[src/rtl/core/cepc_pkg.sv]
// Shared types and constants for the core event priority controller.
`timescale 1ns / 1ps
package cepc_pkg;

  localparam int NUM_LEVELS = 16;
  localparam int LVL_W      = 4;
  localparam int CUR_W      = 5;
  localparam int PC_W       = 32;
  localparam int NUM_RA     = 4;
  localparam int CFG_W      = 9;

  typedef logic [NUM_LEVELS-1:0] word_t;

  typedef enum logic [2:0] {
    OP_RAISE  = 3'd0,
    OP_RETURN = 3'd1,
    OP_MCLR   = 3'd2,
    OP_MSET   = 3'd3,
    OP_GEN    = 3'd4,
    OP_GDIS   = 3'd5
  } op_e;

  typedef enum logic [1:0] {
    RD_NONE   = 2'd0,
    RD_VECTOR = 2'd1,
    RD_RETURN = 2'd2
  } redirect_e;

  typedef enum logic [1:0] {
    FLT_NONE   = 2'd0,
    FLT_PRIV   = 2'd1,
    FLT_DOUBLE = 2'd2,
    FLT_EMU    = 2'd3
  } fault_e;

  typedef enum logic {
    CFG_SELF_NEST = 1'b0,
    CFG_RESET_VEC = 1'b1
  } cfg_idx_e;

  // fixed levels
  localparam logic [LVL_W-1:0] LVL_EMU  = 4'd0;
  localparam logic [LVL_W-1:0] LVL_RST  = 4'd1;
  localparam logic [LVL_W-1:0] LVL_NMI  = 4'd2;
  localparam logic [LVL_W-1:0] LVL_EVX  = 4'd3;
  localparam logic [LVL_W-1:0] LVL_GDIS = 4'd4;
  localparam logic [CUR_W-1:0] LVL_USER = CUR_W'(NUM_LEVELS);

  // return address slots
  localparam logic [1:0] RA_EMU = 2'd0;
  localparam logic [1:0] RA_NMI = 2'd1;
  localparam logic [1:0] RA_EVX = 2'd2;
  localparam logic [1:0] RA_INT = 2'd3;

  localparam word_t UNMASKABLE  = 16'h001f;
  localparam word_t MASK_RESET  = 16'h001f;
  localparam word_t PEND_RESET  = 16'h0012;
  localparam logic [CFG_W-1:0] OVERRIDE_BITS = 9'h1ff;

  typedef struct packed {
    op_e               op;
    logic [LVL_W-1:0]  level;
    logic              use_current;
    logic [15:0]       mask_value;
    logic [PC_W-1:0]   pc;
  } evt_t;

  typedef struct packed {
    redirect_e         redirect;
    logic [LVL_W-1:0]  vector_level;
    logic              use_reset_vector;
    logic [PC_W-1:0]   target_pc;
    logic [15:0]       prior_mask;
    fault_e            fault;
    logic [CUR_W-1:0]  current_level;
    logic              supervisor;
  } res_t;

  typedef struct packed {
    word_t                       mask;
    word_t                       pend;
    word_t                       latch;
    logic [NUM_RA-1:0][PC_W-1:0] ra;
  } state_t;

endpackage

[src/rtl/core/cepc_stream_if.sv]
// Valid/ready stream channel carrying one payload beat.
`timescale 1ns / 1ps
interface cepc_stream_if #(
  parameter type payload_t = logic
);
  logic     valid;
  logic     ready;
  payload_t payload;

  modport source (output valid, output payload, input ready);
  modport sink   (input valid, input payload, output ready);
endinterface

[src/rtl/core/cepc_engine.sv]
// Combinational event evaluation: next controller state and result for one beat.
`timescale 1ns / 1ps
module cepc_engine (
  input  cepc_pkg::state_t             state_i,
  input  logic                         snen_i,
  input  logic [cepc_pkg::CFG_W-1:0]   rvo_i,
  input  cepc_pkg::evt_t               item_i,
  output cepc_pkg::state_t             state_o,
  output cepc_pkg::res_t               res_o
);
  import cepc_pkg::*;

  typedef struct packed {
    logic             hit;
    logic [LVL_W-1:0] idx;
  } find_t;

  function automatic find_t lowest_bit(input word_t w);
    find_t r;
    r = '0;
    for (int i = NUM_LEVELS - 1; i >= 0; i--) begin
      if (w[i]) begin
        r.hit = 1'b1;
        r.idx = LVL_W'(i);
      end
    end
    return r;
  endfunction

  function automatic logic [CUR_W-1:0] active_level(input word_t pend);
    find_t f;
    word_t m;
    m = '0;
    m[LVL_GDIS] = 1'b1;
    f = lowest_bit(pend & ~m);
    return f.hit ? {1'b0, f.idx} : LVL_USER;
  endfunction

  function automatic logic in_user(input word_t pend);
    word_t m;
    m = '0;
    m[LVL_GDIS] = 1'b1;
    m[LVL_EMU]  = 1'b1;
    return (pend & ~m) == '0;
  endfunction

  state_t            st;
  res_t              res;
  logic              rq;
  logic              rq_chk;
  logic [LVL_W-1:0]  rq_lvl;
  logic [PC_W-1:0]   rq_pc;
  logic              pfault;
  logic              emu_was;
  logic              ok;
  logic [1:0]        slot;
  logic [LVL_W-1:0]  rev;
  logic [CUR_W-1:0]  cur;
  logic [PC_W-1:0]   tgt;
  logic              gdis;
  logic              go;
  logic              enter;
  logic [LVL_W-1:0]  ev;
  logic [CUR_W-1:0]  ev5;
  find_t             hit;
  word_t             rvo_ext;

  always_comb begin
    st      = state_i;
    res     = '0;
    rq      = 1'b0;
    rq_chk  = 1'b0;
    rq_lvl  = item_i.level;
    rq_pc   = item_i.pc;
    pfault  = 1'b0;
    emu_was = 1'b0;
    ok      = 1'b0;
    slot    = RA_INT;
    rev     = '0;
    cur     = '0;
    tgt     = '0;
    gdis    = 1'b0;
    go      = 1'b0;
    enter   = 1'b0;
    ev      = '0;
    ev5     = '0;
    hit     = '0;
    rvo_ext = word_t'(rvo_i);

    unique case (item_i.op)
      OP_RAISE: begin
        if (in_user(st.pend)) begin
          pfault = 1'b1;
        end else begin
          rq     = 1'b1;
          rq_chk = item_i.use_current;
        end
      end
      OP_RETURN: begin
        // explicit return from the global-disable level is ignored
        if (item_i.use_current || item_i.level != LVL_GDIS) begin
          emu_was = st.pend[LVL_EMU];
          st.pend[LVL_EMU] = 1'b0;
          if (in_user(st.pend)) begin
            pfault = 1'b1;
          end else begin
            cur = active_level(st.pend);
            rev = item_i.use_current ? cur[LVL_W-1:0] : item_i.level;
            unique case (rev)
              LVL_EMU: begin ok = emu_was;                   slot = RA_EMU; end
              LVL_NMI: begin ok = (cur == {1'b0, LVL_NMI}); slot = RA_NMI; end
              LVL_EVX: begin ok = (cur == {1'b0, LVL_EVX}); slot = RA_EVX; end
              default: begin
                ok   = !(cur < 5'd5 && cur != {1'b0, LVL_RST});
                slot = RA_INT;
              end
            endcase
            if (!ok) begin
              pfault = 1'b1;
            end else begin
              tgt = st.ra[slot];
              // bit 0 marks a self-nested entry: keep the level pending
              if (tgt[0]) tgt[0] = 1'b0;
              else        st.pend[rev] = 1'b0;
              res.target_pc      = tgt;
              res.redirect       = RD_RETURN;
              st.pend[LVL_GDIS]  = 1'b0;
              rq     = 1'b1;
              rq_chk = 1'b1;
              rq_pc  = tgt;
            end
          end
        end
      end
      OP_MCLR: begin
        if (in_user(st.pend)) begin
          pfault = 1'b1;
        end else begin
          res.prior_mask = st.mask;
          st.mask        = st.mask & UNMASKABLE;
        end
      end
      OP_MSET: begin
        if (in_user(st.pend)) begin
          pfault = 1'b1;
        end else begin
          st.mask = (item_i.mask_value & ~UNMASKABLE) | (st.mask & UNMASKABLE);
        end
      end
      OP_GEN: begin
        st.pend[LVL_GDIS] = 1'b0;
        rq     = 1'b1;
        rq_chk = 1'b1;
      end
      OP_GDIS: begin
        st.pend[LVL_GDIS] = 1'b1;
      end
      default: begin
      end
    endcase

    // privilege violation turns into an exception raise
    if (pfault) begin
      res.fault = FLT_PRIV;
      rq        = 1'b1;
      rq_chk    = 1'b0;
      rq_lvl    = LVL_EVX;
      rq_pc     = item_i.pc;
    end

    if (rq) begin
      cur  = active_level(st.pend);
      gdis = st.pend[LVL_GDIS];
      go   = 1'b1;
      ev   = rq_lvl;
      if (rq_chk) begin
        hit = lowest_bit(st.latch);
        ev  = hit.idx;
        if (gdis || !hit.hit || {1'b0, hit.idx} > cur ||
            (!snen_i && {1'b0, hit.idx} == cur)) begin
          go = 1'b0;
        end
      end
      ev5 = {1'b0, ev};
      if (go) begin
        st.latch[ev] = 1'b1;
        if (ev == LVL_EMU || ev == LVL_RST) begin
          enter = 1'b1;
        end else if (ev5 <= {1'b0, LVL_EVX} && cur <= {1'b0, LVL_EVX} && ev5 >= cur) begin
          res.fault = FLT_DOUBLE;
        end else if (gdis && cur != LVL_USER) begin
          enter = 1'b0;
        end else if (!st.mask[ev]) begin
          enter = 1'b0;
        end else if (ev5 < cur || (snen_i && ev5 == cur)) begin
          enter = 1'b1;
        end
      end
      if (enter) begin
        st.pend[ev]  = 1'b1;
        st.latch[ev] = 1'b0;
        case (ev)
          LVL_EMU: begin
            st.ra[RA_EMU] = rq_pc;
            res.fault     = FLT_EMU;
          end
          LVL_NMI: st.ra[RA_NMI] = rq_pc;
          LVL_EVX: st.ra[RA_EVX] = rq_pc;
          LVL_RST, LVL_GDIS: begin
          end
          default: st.ra[RA_INT] = rq_pc | PC_W'(ev5 == cur);
        endcase
        res.redirect         = RD_VECTOR;
        res.vector_level     = ev;
        res.use_reset_vector = (ev < 4'd9) && rvo_ext[ev];
        st.pend[LVL_GDIS]    = 1'b1;
      end
    end

    res.current_level = active_level(st.pend);
    res.supervisor    = !in_user(st.pend);
    state_o = st;
    res_o   = res;
  end

endmodule

[src/rtl/core/core_event_priority_controller.sv]
// Sixteen-level nested event controller: top level with input and result registers.
// Each accepted beat is held in the input register, evaluated, and its result registered.
// Throughput: one event per cycle while results are taken; state update runs in the cycle the input register drains.
// Input is taken while a result waits, until the input register also fills.
// Reset (async, active low): mask 0x001f, pending 0x0012, latched and return addresses
// zero, self nest off, reset vector overrides cleared.
`timescale 1ns / 1ps
module core_event_priority_controller (
  input  logic                        clk_i,
  input  logic                        rst_ni,
  cepc_stream_if.sink                 evt_i,
  cepc_stream_if.source               res_o,
  input  logic                        cfg_we_i,
  input  logic                        cfg_idx_i,
  input  logic [cepc_pkg::CFG_W-1:0]  cfg_wdata_i
);
  import cepc_pkg::*;

  logic             snen_q;
  logic [CFG_W-1:0] rvo_q;
  state_t           state_q;
  state_t           state_d;
  logic             in_valid_q;
  evt_t             in_q;
  logic             out_valid_q;
  res_t             out_q;
  res_t             res_d;
  logic             advance;
  evt_t             evt_pl;

  assign evt_pl  = evt_i.payload;
  assign advance = in_valid_q && (!out_valid_q || res_o.ready);
  assign evt_i.ready   = !in_valid_q || advance;
  assign res_o.valid   = out_valid_q;
  assign res_o.payload = out_q;

  cepc_engine u_engine (
    .state_i (state_q),
    .snen_i  (snen_q),
    .rvo_i   (rvo_q),
    .item_i  (in_q),
    .state_o (state_d),
    .res_o   (res_d)
  );

  always_ff @(posedge clk_i or negedge rst_ni) begin
    if (!rst_ni) begin
      snen_q <= 1'b0;
      rvo_q  <= '0;
    end else if (cfg_we_i) begin
      unique case (cfg_idx_e'(cfg_idx_i))
        CFG_SELF_NEST: snen_q <= cfg_wdata_i[0];
        CFG_RESET_VEC: rvo_q  <= cfg_wdata_i & OVERRIDE_BITS;
        default: begin
        end
      endcase
    end
  end

  always_ff @(posedge clk_i or negedge rst_ni) begin
    if (!rst_ni) begin
      state_q.mask  <= MASK_RESET;
      state_q.pend  <= PEND_RESET;
      state_q.latch <= '0;
      state_q.ra    <= '0;
    end else if (advance) begin
      state_q <= state_d;
    end
  end

  always_ff @(posedge clk_i or negedge rst_ni) begin
    if (!rst_ni) begin
      in_valid_q  <= 1'b0;
      out_valid_q <= 1'b0;
    end else begin
      if (evt_i.valid && evt_i.ready) in_valid_q <= 1'b1;
      else if (advance)               in_valid_q <= 1'b0;
      if (advance)          out_valid_q <= 1'b1;
      else if (res_o.ready) out_valid_q <= 1'b0;
    end
  end

  always_ff @(posedge clk_i) begin
    if (evt_i.valid && evt_i.ready) in_q <= evt_pl;
    if (advance) out_q <= res_d;
  end

endmodule

[src/flat_wrapper.sv]
// flat-port wrapper written by rule: the top's interface ports become plain ports
module core_event_priority_controller_flat import cepc_pkg::*;
  (clk_i, rst_ni, cfg_we_i, cfg_idx_i, cfg_wdata_i, evt_i_valid, evt_i_payload, evt_i_ready, res_o_valid, res_o_payload, res_o_ready);
  cepc_stream_if #(.payload_t(evt_t)) evt_i_i ();
  cepc_stream_if #(.payload_t(res_t)) res_o_i ();
  input  logic clk_i;
  input  logic rst_ni;
  input  logic cfg_we_i;
  input  logic cfg_idx_i;
  input  logic [cepc_pkg::CFG_W-1:0] cfg_wdata_i;
  input wire logic [$bits(evt_i_i.valid)-1:0] evt_i_valid;
  input wire logic [$bits(evt_i_i.payload)-1:0] evt_i_payload;
  output wire logic [$bits(evt_i_i.ready)-1:0] evt_i_ready;
  output wire logic [$bits(res_o_i.valid)-1:0] res_o_valid;
  output wire logic [$bits(res_o_i.payload)-1:0] res_o_payload;
  input wire logic [$bits(res_o_i.ready)-1:0] res_o_ready;
  assign evt_i_i.valid = evt_i_valid;
  assign evt_i_i.payload = evt_i_payload;
  assign evt_i_ready = evt_i_i.ready;
  assign res_o_valid = res_o_i.valid;
  assign res_o_payload = res_o_i.payload;
  assign res_o_i.ready = res_o_ready;
  core_event_priority_controller u_core (.clk_i(clk_i), .rst_ni(rst_ni), .evt_i(evt_i_i), .res_o(res_o_i), .cfg_we_i(cfg_we_i), .cfg_idx_i(cfg_idx_i), .cfg_wdata_i(cfg_wdata_i));
endmodule
[config.mk]
export PLATFORM = sky130hd
export DESIGN_NAME = core_event_priority_controller_flat
export DESIGN_NICKNAME = d
export VERILOG_FILES = /design/src/rtl/core/cepc_pkg.sv /design/src/rtl/core/cepc_stream_if.sv /design/src/rtl/core/cepc_engine.sv /design/src/rtl/core/core_event_priority_controller.sv /design/src/flat_wrapper.sv
export SDC_FILE = /design/constraint.sdc
export NUM_CORES = 1
export LEC_CHECK = 0
export BUFFER_PORTS_ARGS = -buffer_cell sky130_fd_sc_hd__buf_2
export CORE_ASPECT_RATIO = 0.9
export CORE_MARGIN = 1
export CORE_UTILIZATION = 60
export DETAILED_ROUTE_END_ITERATION = 16
export GPL_TIMING_DRIVEN = 0
export PLACE_DENSITY = 0.8
export SLEW_MARGIN = 20
export SYNTH_ARGS = -nofsm -noshare
export SYNTH_HDL_FRONTEND = slang
export SYNTH_SLANG_ARGS = --single-unit
export TNS_END_PERCENT = 5
[constraint.sdc]
create_clock -name clk_i -period 13.7 [get_ports clk_i]
set_input_delay 1.37 -clock clk_i [delete_from_list [all_inputs] [get_ports clk_i]]
set_output_delay 1.37 -clock clk_i [all_outputs]
set_load 0.05 [all_outputs]
* After elaboration in Yosys (flattened, before gate mapping)
Index checks and enable logic that the tools add are counted.
Word-level totals: bits in registers 307, bits of input ports 71, output and inout bits 65, logic and storage cells 278
Operators by class: order comparisons 12, eq/ne operators 18, multiplexer cells 155, bitwise gates (word level) 15, reductions and logical operators 49
Operators with widths (count):
- 5-bit 2-to-1 mux | 69
- 160-bit 2-to-1 mux | 2
- 32-bit 2-to-1 mux | 10
- 16-bit 2-to-1 mux | 8
- 32-bit binary-select mux with 2-bit select | 1
- 1-bit 2-to-1 mux | 33
- 16-bit AND | 2
- 16-bit zero test | 2
- 16-bit inverter | 2
- 16-bit OR | 2
- 32-bit by 1-bit OR with 32-bit output | 1
- 16-bit case mux with 2 select lines | 1
- 2-bit 2-to-1 mux | 13
- 4-bit 2-to-1 mux | 5
- 4-bit by 2-bit == test with 1-bit output (second input constant) | 4
- 16-bit by 5-bit OR with 16-bit output | 1
- 4-bit AND reduction | 4
- 7-bit 2-to-1 mux | 2
- 1-bit case mux with 3 select lines | 4
- 1-bit logical AND | 11
- 11-bit 2-to-1 mux | 1
- 4-bit by 5-bit == test with 1-bit output | 2
- 5-bit by 2-bit == test with 1-bit output (second input constant) | 2
- 4-bit by 5-bit less-than comparator with 1-bit output (second input constant) | 2
- other kinds (33) | 65

* Logic depth before layout (Yosys ltp)
Gate-level depths: netlist of run 1.
depth after elaboration 77, depth in mapped cells 33, gate-level depth less buffers 30

* Cells and area by module
Synthesis of run 1 repeated with hierarchy kept, for this count alone.
Second synthesis, totals: cell total of the unflattened synthesis 1576, area total of the unflattened synthesis 16749.8 µm²
By module, submodules not included:
- core_event_priority_controller | instances 1, cells an instance 521, area each 11205.7 µm², sequential area each 8286.7 µm²
- cepc_engine | instances 1, cells an instance 1055, area each 5544.1 µm², sequential area each 0.0 µm²

* Worst setup path before layout of run 1
Ideal clock, no wire load.
path type flip-flop to flip-flop, start point register u_core.state_q[158] (netlist bit), end point register u_core.state_q[40] (netlist bit), library setup time 0.135 ns, arrival time 6.177 ns, data required time 13.565 ns, setup slack 7.387 ns, cell stages (with the launch flop) 31, buffers on the path 4, clock period less this slack 6.313 ns, cells stage by stage dfrtp_1 nor4_4 o2111ai_2 a221o_1 buf_4 or3_1 buf_2 nand3_1 nand2_1 o21ai_0 a21boi_0 o21ai_0 a21oi_1 o21ai_0 a31o_2 a211oi_1 ha_1 nand2b_1 a21o_1 a21o_1 a21oi_1 a31oi_1 or2_2 o22ai_1 a21oi_1 or3_1 or3_1 buf_2 buf_1 nand2_1 o21ai_0
Between the ends: cells in the longest elaborated chain, start to end 58, elaborated cells on any way between the ends 128, those cells by class order compare: 8; eq/ne: 10; mux: 91; bitwise: 2; reduce/logical: 17
Ends and longest elaborated chain:
- from (decl) | line core_event_priority_controller.sv:21 | state_t state_q;
- from (signal assigned) | line core_event_priority_controller.sv:67 | state_q <= state_d;
- branches (longest 58 deep; another with 5-bit 2-to-1 mux)
Parallel ways; which one is timed is not known. The select of a mux whose other input is x is not followed. A chain may end at the register's enable or synchronous reset.

* Worst setup path in the final report of run 1
start point register u_core.state_q[152] (netlist bit), end point register u_core.state_q[6] (netlist bit)
Between the ends: cells in the longest elaborated chain, start to end 52, elaborated cells on any way between the ends 121, those cells by class order compare: 8; eq/ne: 9; mux: 85; bitwise: 2; reduce/logical: 17
Ends and longest elaborated chain:
- branches (longest 52 deep; another with 5-bit 2-to-1 mux)
Parallel ways; which one is timed is not known. The select of a mux whose other input is x is not followed.

==> results of run 1 <==
[routing by layer]
metal / vias up / GRT usage (%) / part of all wire [%]
met5: - / 0 / 0
met3: 101 / 6.28 / 10
li1: 5680 / - / -
met2: 742 / 50.8 / 44
met4: 0 / 10.2 / 2.7
met1: 6178 / 50.2 / 43
[power by group through the flow]
stage / registers [mW] / logic [mW] / clock network, mW
after floorplan: 1.45 / 1.15 / 0
after global placement: 1.39 / 1.65 / 0
after detailed placement: 1.40 / 1.69 / 0
after CTS: 1.39 / 1.70 / 0.842
after global routing: 1.42 / 1.88 / 0.871
final: 1.39 / 1.75 / 0.837
[state kept, by name, summed over array words and instances, names as in the netlist]
name                  flops
u_core.in_q              51
u_core.in_valid_q         1
u_core.res_o.payload     62
u_core.res_o.valid        1
u_core.rvo_q              9
u_core.snen_q             1
u_core.state_q          176
[worst max path at each step]
stage	from	endpoint	slack, ns	depth (start not counted)
2_1_floorplan	u_core.state_q[158]	u_core.state_q[40]	7.39	30
3_3_place_gp	u_core.state_q[152]	u_core.state_q[29]	5.59	30
3_5_place_dp	u_core.state_q[152]	u_core.state_q[6]	5.55	31
4_1_cts	u_core.state_q[152]	u_core.state_q[6]	5.40	31
5_1_grt	u_core.state_q[152]	u_core.state_q[6]	4.67	32
6_report	u_core.state_q[152]	u_core.state_q[6]	5.10	31
[cells by family after synthesis]
| logic type | synth area share (%) |
|---|---|
| AND/OR/NAND/NOR | 18.3 |
| AO/OA/AOI/OAI | 20.5 |
| flip-flops | 55.1 |
| buffers and inverters | 3.30 |
| multiplexers | 2.18 |
| adder cells (fa/ha/maj) | 0.663 |
| other | 0.0255 |
| XOR/XNOR | 0.0595 |
[placed cells by master, fill, tap and decap left out, drive strengths merged, types with 14 or more instances in the layout]
master,synthesis,layout
clkbuf,60,101
edfxtp,113,113
a21oi,134,134
inv,16,16
dfrtp,181,181
o22ai,37,37
and3,15,15
nor4,15,15
a31oi,40,40
nor2,194,194
o21ai,126,126
nand3,25,25
buf,32,164
or3,14,14
and2,27,27
nand2b,16,16
nand2,203,203
mux2,22,22
nor3,26,26
[worst register-to-register path, delay by kind of cell, from the launching register on]
kind                       cells  cell delay, ns
buffers and inverters          4            1.62
DFF                            1            0.36
adders and majority gates      1            0.33
and+or+nand+nor               11            3.19
AOI/OAI and AO/OA             15            3.01
[layout make-up]
class | instances | area (um^2)
Sequential cell | 301 | 8110
Multi-Input combinational cell | 1061 | 6140
Inverter | 17 | 63.8
Clock inverter | 15 | 166
Fill cell | 1857 | 7320
Buffer | 92 | 425
Clock buffer | 41 | 842
Timing Repair Buffer | 132 | 738
Tap cell | 308 | 385
==> impl_metrics.json, run 1 <==
{
  "clock_latency_ns": 0.57,
  "yosys_warnings": 0,
  "whs_path_depth": 2,
  "synth-edff-count": 113,
  "grt_pass1_wl_um": 66200,
  "switching_share_pct": 42.8,
  "startpoint_type": "flop",
  "slowest_delay_ns": 0.61,
  "layout_setup_ws_ns": 5.10,
  "synth-async-reset-ratio_pct": 62.5,
  "min_to": "u_core.state_q[148]",
  "slew_headroom_pct": 29.3,
  "p_clk_share_pct": 21.0,
  "via_per_inst": 6.46,
  "rr_worst_depth": 31,
  "path_delay_family": "simple AND/OR/NAND/NOR gates",
  "crit_slowest_cell": "clkbuf_1",
  "leakage_nw": 6.74,
  "p_seq_share_pct": 35.1,
  "clkTransAtPathRegs_ns": 0.07,
  "yosys.area.top_type": "dfrtp_1",
  "critPathArrivalTime_ns": 9.08,
  "worst-setup-path-type": "flop to flop",
  "ys_ff_latch": 301,
  "vias": 12701,
  "avgRoutedWirePerCell_um": 21.6,
  "hp-class": "flop to flop",
  "synth_commonest_cells": "nand2_1, dfrtp_1, nor2_1",
  "antenna_found_initial": 1,
  "power_mw": 3.98,
  "dp_hpwl_um": 29200,
  "outcome": "complete, no violations",
  "place_ws_ns": 5.55,
  "num_io_pins": 136,
  "num_rows": 54,
  "grtUsageTotal_pct": 33.9,
  "dp_cells": 1911,
  "regToRegStartpoint": "u_core.state_q[152]",
  "max_freq_mhz": 116,
  "hold-worst-slack_ns": 0.456,
  "grt_setup_unrepaired": "no",
  "grt_pass1_vias": 12056,
  "gp_congestion": 0.970,
  "cap_violations": 0,
  "comb_power_share_pct": 43.9,
  "syn_area_um2": 14700,
  "grt_start_max_net_pins": 81,
  "nets": 1713,
  "drive_gt1_share_pct": 19.9,
  "place_area_um2": 15900,
  "synth_most_common_cell": "nand2_1",
  "die_w_um": 167,
  "r2r-end": "u_core.state_q[6]",
  "timing.final.crit_period_ns": 8.60,
  "ff2ff_setup_slack_ns": 5.10,
  "ys.flop_type": "dfrtp_1",
  "area.growth.synth_to_final_pct": 14.5,
  "post_cts_resized": 0,
  "drtIter0Drc": 1664,
  "yosysSeqAreaShare_pct": 55.1,
  "cp-end-kind": "flop",
  "drc": 0,
  "powerDensity_nw_per_um2": 236,
  "core_area_um2": 24200,
  "drtPass1Iterations": 5,
  "io_buffers": 129,
  "ctsHoldBuffers": 0,
  "tns_ns": 0,
  "hold_violations": 0,
  "yosysUniqueCellTypes": 95,
  "cp_data_required_time_ns": 14.18,
  "power_switching_mw": 1.70,
  "fin_worst_skew_ns": 0.0153,
  "htree_levels": 1,
  "syn_inst": 1471,
  "routed_wl_um": 42500,
  "cts_setup_buffers": 0,
  "n_antenna_cell": 0,
  "dieArea_um2": 25200,
  "yosys.area.top_type_share_pct": 30.8,
  "clock_path_buffers": 3,
  "initial_core_util_pct": 60.9,
  "cts_buffers": 30,
  "intPower_mw": 2.28,
  "postRouteAntennaNets": 0,
  "syn_area_per_cell_um2": 10.0,
  "cts_sinks": 301,
  "finish.utilization_pct": 69.7,
  "root_buffer": "clkbuf_16",
  "postLayoutCellArea_um2": 16900,
  "post-route-period-util_pct": 62.8,
  "ys_top_cells_by_area": "dfrtp_1, edfxtp_1, nand2_1",
  "critPathBufInv": 4,
  "slew_violations": 0,
  "grt-ovfl-total": 0,
  "worstPathMaxFanout": 10,
  "setup_viol_count_final": 0,
  "hold_start": "u_core.state_q[148]",
  "synth_nets": 1549,
  "tritoncts": "yes",
  "fin_cells": 1967,
  "ir_drop_v": 0.000125,
  "tightest_slew_ns": 1.05,
  "dieHeight_um": 151
}
No activity file was read; power rests on OpenSTA's default activity.
==> run 2: changes to the inputs <==
--- a/config.mk
+++ b/config.mk
@@ -8,10 +8,10 @@
 export BUFFER_PORTS_ARGS = -buffer_cell sky130_fd_sc_hd__buf_2
 export CORE_ASPECT_RATIO = 0.9
 export CORE_MARGIN = 1
-export CORE_UTILIZATION = 60
+export CORE_UTILIZATION = 54
 export DETAILED_ROUTE_END_ITERATION = 16
 export GPL_TIMING_DRIVEN = 0
-export PLACE_DENSITY = 0.8
+export PLACE_DENSITY = 0.76
 export SLEW_MARGIN = 20
 export SYNTH_ARGS = -nofsm -noshare
 export SYNTH_HDL_FRONTEND = slang
==> constraint.sdc (replaced) <==
create_clock -name clk_i -period 7.4 [get_ports clk_i]
set_input_delay 0.74 -clock clk_i [delete_from_list [all_inputs] [get_ports clk_i]]
set_output_delay 0.74 -clock clk_i [all_outputs]
set_load 0.05 [all_outputs]
==> run 2 against run 1 <==
Against the previous run:
- sequential share of layout area decreased by 0.42 points
- power grew 86%
- critical path type unchanged
- combinational power is 87% higher
- utilization down 5.3 points
- count of clock-buffer cells in the layout increased by 2
- sequential power increased by 86%
- fmax increased by 19%
- first-iteration DRC count fell by 15%
- cell area is 0.90% higher
==> impl_metrics.json, run 2 (same netlist as run 1, synthesis figures left out) <==
{
  "drc": 0,
  "place_area_um2": 15900,
  "tightest_slew_ns": 1.06,
  "path_delay_family": "compound AO/OA/AOI/OAI gates",
  "startpoint_type": "flop",
  "dp_cells": 1951,
  "ctsHoldBuffers": 0,
  "largest_reg_flops": 176,
  "num_io_pins": 136,
  "clkTransAtPathRegs_ns": 0.07,
  "final_cell_mix": "nand2_1, dfrtp_1, nor2_1",
  "postRouteAntennaNets": 0,
  "die_w_um": 176,
  "root_buffer": "clkbuf_16",
  "grtUsageTotal_pct": 30.5,
  "outcome": "complete, no violations",
  "cp-end-kind": "flop",
  "power_mw": 7.41,
  "area.growth.synth_to_final_pct": 15.6,
  "fin_worst_skew_ns": 0.0261,
  "avgRoutedWirePerCell_um": 21.1,
  "timing.final.crit_period_ns": 7.25,
  "gp_congestion": 0.941,
  "drtPass1Iterations": 6,
  "routed_wl_um": 42400,
  "max_freq_mhz": 138,
  "slew_violations": 0,
  "regMostFlops": "u_core.state_q",
  "finish.utilization_pct": 64.4,
  "worst-setup-path-type": "flop to flop",
  "worstPathMaxFanout": 9,
  "setup_viol_count_final": 0,
  "num_rows": 56,
  "cp.depth": 22,
  "n_antenna_cell": 0,
  "critPathArrivalTime_ns": 7.54,
  "grt_pass1_wl_um": 66300,
  "dieArea_um2": 27900,
  "via_per_inst": 6.29,
  "critPathBufInv": 2,
  "rr_worst_depth": 22,
  "grt-ovfl-total": 0,
  "clock_latency_ns": 0.57,
  "antenna_found_initial": 0,
  "drive_gt1_share_pct": 21.4,
  "layout_setup_ws_ns": 0.151,
  "leakage_nw": 6.80,
  "slew_headroom_pct": 28.9,
  "hold_violations": 0,
  "crit_slowest_cell": "o21ai_0",
  "ir_drop_v": 0.000254,
  "post-route-period-util_pct": 98.0,
  "grt_start_max_net_pins": 97,
  "cap_violations": 0,
  "cp_data_required_time_ns": 7.70,
  "core_area_um2": 26400,
  "tritoncts": "yes",
  "initial_core_util_pct": 55.7,
  "postLayoutCellArea_um2": 17000,
  "powerDensity_nw_per_um2": 435,
  "hp-class": "primary input to async pin",
  "layout_commonest_cell": "nand2_1",
  "dp_hpwl_um": 29200,
  "vias": 12626,
  "htree_levels": 1,
  "cts_sinks": 301,
  "drtIter0Drc": 1417,
  "nets": 1714,
  "io_buffers": 129,
  "grt_setup_unrepaired": "yes",
  "grt_pass1_vias": 12006,
  "dieHeight_um": 159,
  "crit_chain": "clkbuf_1, or4_1, o2111ai_2, a221o_1, buf_4, nor2_2, a211oi_1, a211oi_1, o21ai_0, or2_2, nand2_1, ha_1, a21oi_1, and2_1, a2111o_1, a2111oi_2, a32oi_4, o2111ai_1, o41ai_1, or4_4, o2111ai_1, a21oi_1",
  "fin_cells": 2008,
  "clock_path_buffers": 3,
  "cts_buffers": 30,
  "place_ws_ns": -0.788,
  "slowest_delay_ns": 0.75
}
run 2: worst reg2reg max path: stages (launching register included):
cell       delay [ns]
dfrtp_1          0.36
clkbuf_1         0.22
or4_1            0.47
o2111ai_2        0.24
a221o_1          0.19
buf_4            0.19
nor2_2           0.09
a211oi_1         0.50
a211oi_1         0.20
o21ai_0          0.75
or2_2            0.28
nand2_1          0.13
ha_1             0.38
a21oi_1          0.13
and2_1           0.20
a2111o_1         0.42
a2111oi_2        0.49
a32oi_4          0.27
o2111ai_1        0.53
o41ai_1          0.23
or4_4            0.50
o2111ai_1        0.12
a21oi_1          0.07
run 2: metal layers:
layer  track usage, %  wire length, um  up-vias
met5                0                0        -
li1                 -                -     5660
met3             4.80             3980       99
met4             9.94             1140        0
met1             45.8            18600     6155
met2             45.2            18700      712
run 2: cell type report:
| type | count | area (um^2) |
|---|---|---|
| Clock buffer | 43 | 820 |
| Clock inverter | 13 | 170 |
| Sequential cell | 301 | 8110 |
| Inverter | 17 | 63.8 |
| Tap cell | 348 | 435 |
| Buffer | 91 | 447 |
| Multi-Input combinational cell | 1061 | 6220 |
| Timing Repair Buffer | 134 | 751 |
| Fill cell | 2132 | 9400 |
run 2: stage by stage:
step,setup TNS [ns],hold WS (ns)
floorplan,0,0.432
global route,-0.289,0.253
detailed placement,-57.43,0.443
CTS,0,0.226
global placement,-47.14,0.442
finish,0,0.203
run 2: report_power, final:
part           switching, mW  internal [mW]  leakage [nW]  total [mW]
Sequential             0.326           2.26          3.46        2.58
Combinational           2.19           1.08          2.86        3.28
Clock                  0.641          0.907         0.480        1.55
Total                   3.16           4.25          6.80        7.41
run 2: worst paths after layout:
path,slack (ns),start,to
min in group clk_i,0.34,evt_i_payload[55],u_core.in_q[55]
worst min-delay path,0.20,rst_ni,u_core.state_q[169]
max in group asynchronous,6.21,rst_ni,u_core.state_q[63]
worst min register to register,0.45,u_core.state_q[164],u_core.state_q[164]
worst max-delay path,0.15,u_core.state_q[152],u_core.res_o.payload[2]
worst max register to register,0.15,u_core.state_q[152],u_core.res_o.payload[2]
run 2: timing repair:
| action | 4_1_cts | 5_1_grt |
|---|---|---|
| endpoints found under the hold margin | 0 | 0 |
| endpoints found under the setup margin | 138 | 139 |
| pin swaps | 1 | 3 |
| setup buffers | 1 | 1 |
| gates resized for setup | 10 | 42 |
==> run 3: changes to the inputs <==
--- a/config.mk
+++ b/config.mk
@@ -12,6 +12,7 @@
 export DETAILED_ROUTE_END_ITERATION = 16
 export GPL_TIMING_DRIVEN = 0
 export PLACE_DENSITY = 0.76
+export REMOVE_ABC_BUFFERS = 1
 export SLEW_MARGIN = 20
 export SYNTH_ARGS = -nofsm -noshare
 export SYNTH_HDL_FRONTEND = slang
==> run 3 against run 2 <==
Against the previous run:
- sequential share of layout area decreased by 0.21 points
- clock skew fell by 0.0026 ns
- non-clock buffer count down 54
- routed wire length down 8.0%
- critical path depth up 7
- via count decreased by 4.8%
- global-route usage down 2.5 points
- die area is the same
- critical path type unchanged
==> impl_metrics.json, run 3 (same netlist as run 1, synthesis figures left out) <==
{
  "outcome": "complete, no violations",
  "drtPass1Iterations": 5,
  "area.growth.synth_to_final_pct": 16.1,
  "layout_setup_ws_ns": 0.208,
  "startpoint_type": "flop",
  "grt_pass1_wl_um": 61700,
  "nets": 1661,
  "drtIter0Drc": 1286,
  "powerDensity_nw_per_um2": 439,
  "place_ws_ns": -0.493,
  "tns_ns": 0,
  "htree_levels": 1,
  "hp-class": "primary input to async pin",
  "n_antenna_cell": 0,
  "place_area_um2": 15800,
  "gp_congestion": 0.933,
  "vias": 12018,
  "ir_drop_v": 0.000271,
  "slowest_delay_ns": 0.60,
  "p_seq_share_pct": 34.8,
  "layout_commonest_cell": "nand2_1",
  "intPower_mw": 4.35,
  "ctsHoldBuffers": 0,
  "dieArea_um2": 27900,
  "root_buffer": "clkbuf_16",
  "routed_wl_um": 39100,
  "clkTransAtPathRegs_ns": 0.07,
  "cp_data_required_time_ns": 7.70,
  "num_io_pins": 136,
  "cap_violations": 0,
  "clock_path_buffers": 3,
  "finish.utilization_pct": 64.7,
  "setup_viol_count_final": 0,
  "cts_buffers": 30,
  "critPathArrivalTime_ns": 7.49,
  "hold_violations": 0,
  "cp-end-kind": "flop",
  "antenna_found_initial": 0,
  "postRouteAntennaNets": 0,
  "power_switching_mw": 3.16,
  "max_freq_mhz": 139,
  "num_rows": 56,
  "leakage_nw": 6.86,
  "timing.final.crit_period_ns": 7.19,
  "largest_reg_flops": 176,
  "drive_gt1_share_pct": 23.0,
  "critPathBufInv": 0,
  "avgRoutedWirePerCell_um": 20.0,
  "grt-ovfl-total": 0,
  "postLayoutCellArea_um2": 17100,
  "comb_power_share_pct": 44.1,
  "core_area_um2": 26400,
  "tritoncts": "yes",
  "hold-worst-slack_ns": 0.175,
  "dp_cells": 1884,
  "via_per_inst": 6.15,
  "tightest_slew_ns": 1.08,
  "fin_cells": 1955,
  "final_cell_mix": "nand2_1, dfrtp_1, nor2_1",
  "cp_common_cell": "a21oi_1",
  "dp_hpwl_um": 25600,
  "worstPathMaxFanout": 9,
  "die_w_um": 176,
  "worst-setup-path-type": "flop to flop",
  "path_delay_family": "compound AO/OA/AOI/OAI gates",
  "grt_pass1_vias": 11430,
  "grt_start_max_net_pins": 99,
  "fin_worst_skew_ns": 0.0235,
  "switching_share_pct": 42.1,
  "regMostFlops": "u_core.state_q",
  "cts_sinks": 301,
  "p_clk_share_pct": 21.1,
  "post-route-period-util_pct": 97.2,
  "io_buffers": 129,
  "dieHeight_um": 159,
  "slew_violations": 0,
  "clock_latency_ns": 0.59,
  "initial_core_util_pct": 55.7,
  "slew_headroom_pct": 28.3,
  "drc": 0,
  "crit_slowest_cell": "a21oi_1",
  "grtUsageTotal_pct": 28.0,
  "power_mw": 7.51
}
run 3: cell type report:
type	count	area [um^2]
sequential	301	8110
timing repair buffer	171	1150
tap	348	435
clock inverter	17	213
multi-input combinational	1062	6300
clock buffer	39	815
inverter	17	68.8
fill	2104	9320
run 3: metal layers:
metal / wire length, um / up-vias / global-route usage, %
met5: 0 / - / 0
met4: 1100 / 0 / 9.77
met3: 2810 / 82 / 3.58
li1: - / 5569 / -
met2: 17900 / 547 / 44.8
met1: 17300 / 5820 / 39.6
run 3: what timing repair did:
action / CTS / global route
setup endpoints to repair: 92 / 115
pin swaps: 2 / 6
gates resized for setup: 7 / 17
buffers inserted: 4 / 10
gates cloned: 0 / 1
hold endpoints to repair: 0 / 0
run 3: power groups by stage:
| stage | registers [mW] | logic [mW] | clock network (mW) |
|---|---|---|---|
| floorplan | 2.71 | 2.03 | 0 |
| global placement | 2.61 | 2.93 | 0 |
| detailed placement | 2.63 | 3.11 | 0 |
| CTS | 2.60 | 3.16 | 1.60 |
| global route | 2.67 | 3.58 | 1.67 |
| finish | 2.62 | 3.31 | 1.58 |
run 3: final timing paths:
kind / startpoint / endpoint / cells after the start / slack (ns)
worst max-delay path: u_core.state_q[150] / u_core.res_o.payload[2] / 29 / 0.21
max in group asynchronous: rst_ni / u_core.state_q[90] / 2 / 6.29
min in group clk_i: evt_i_payload[24] / u_core.in_q[24] / 1 / 0.33
worst max register to register: u_core.state_q[150] / u_core.res_o.payload[2] / 29 / 0.21
worst min register to register: u_core.state_q[164] / u_core.state_q[164] / 0 / 0.37
worst min-delay path: rst_ni / u_core.state_q[42] / 1 / 0.17
run 3: worst reg2reg max path, delay by kind of cell (launching register included):
kind	cells	cell delay, ns
compound gates	19	3.94
simple gates	9	2.27
fa+ha+maj	1	0.19
flops	1	0.52
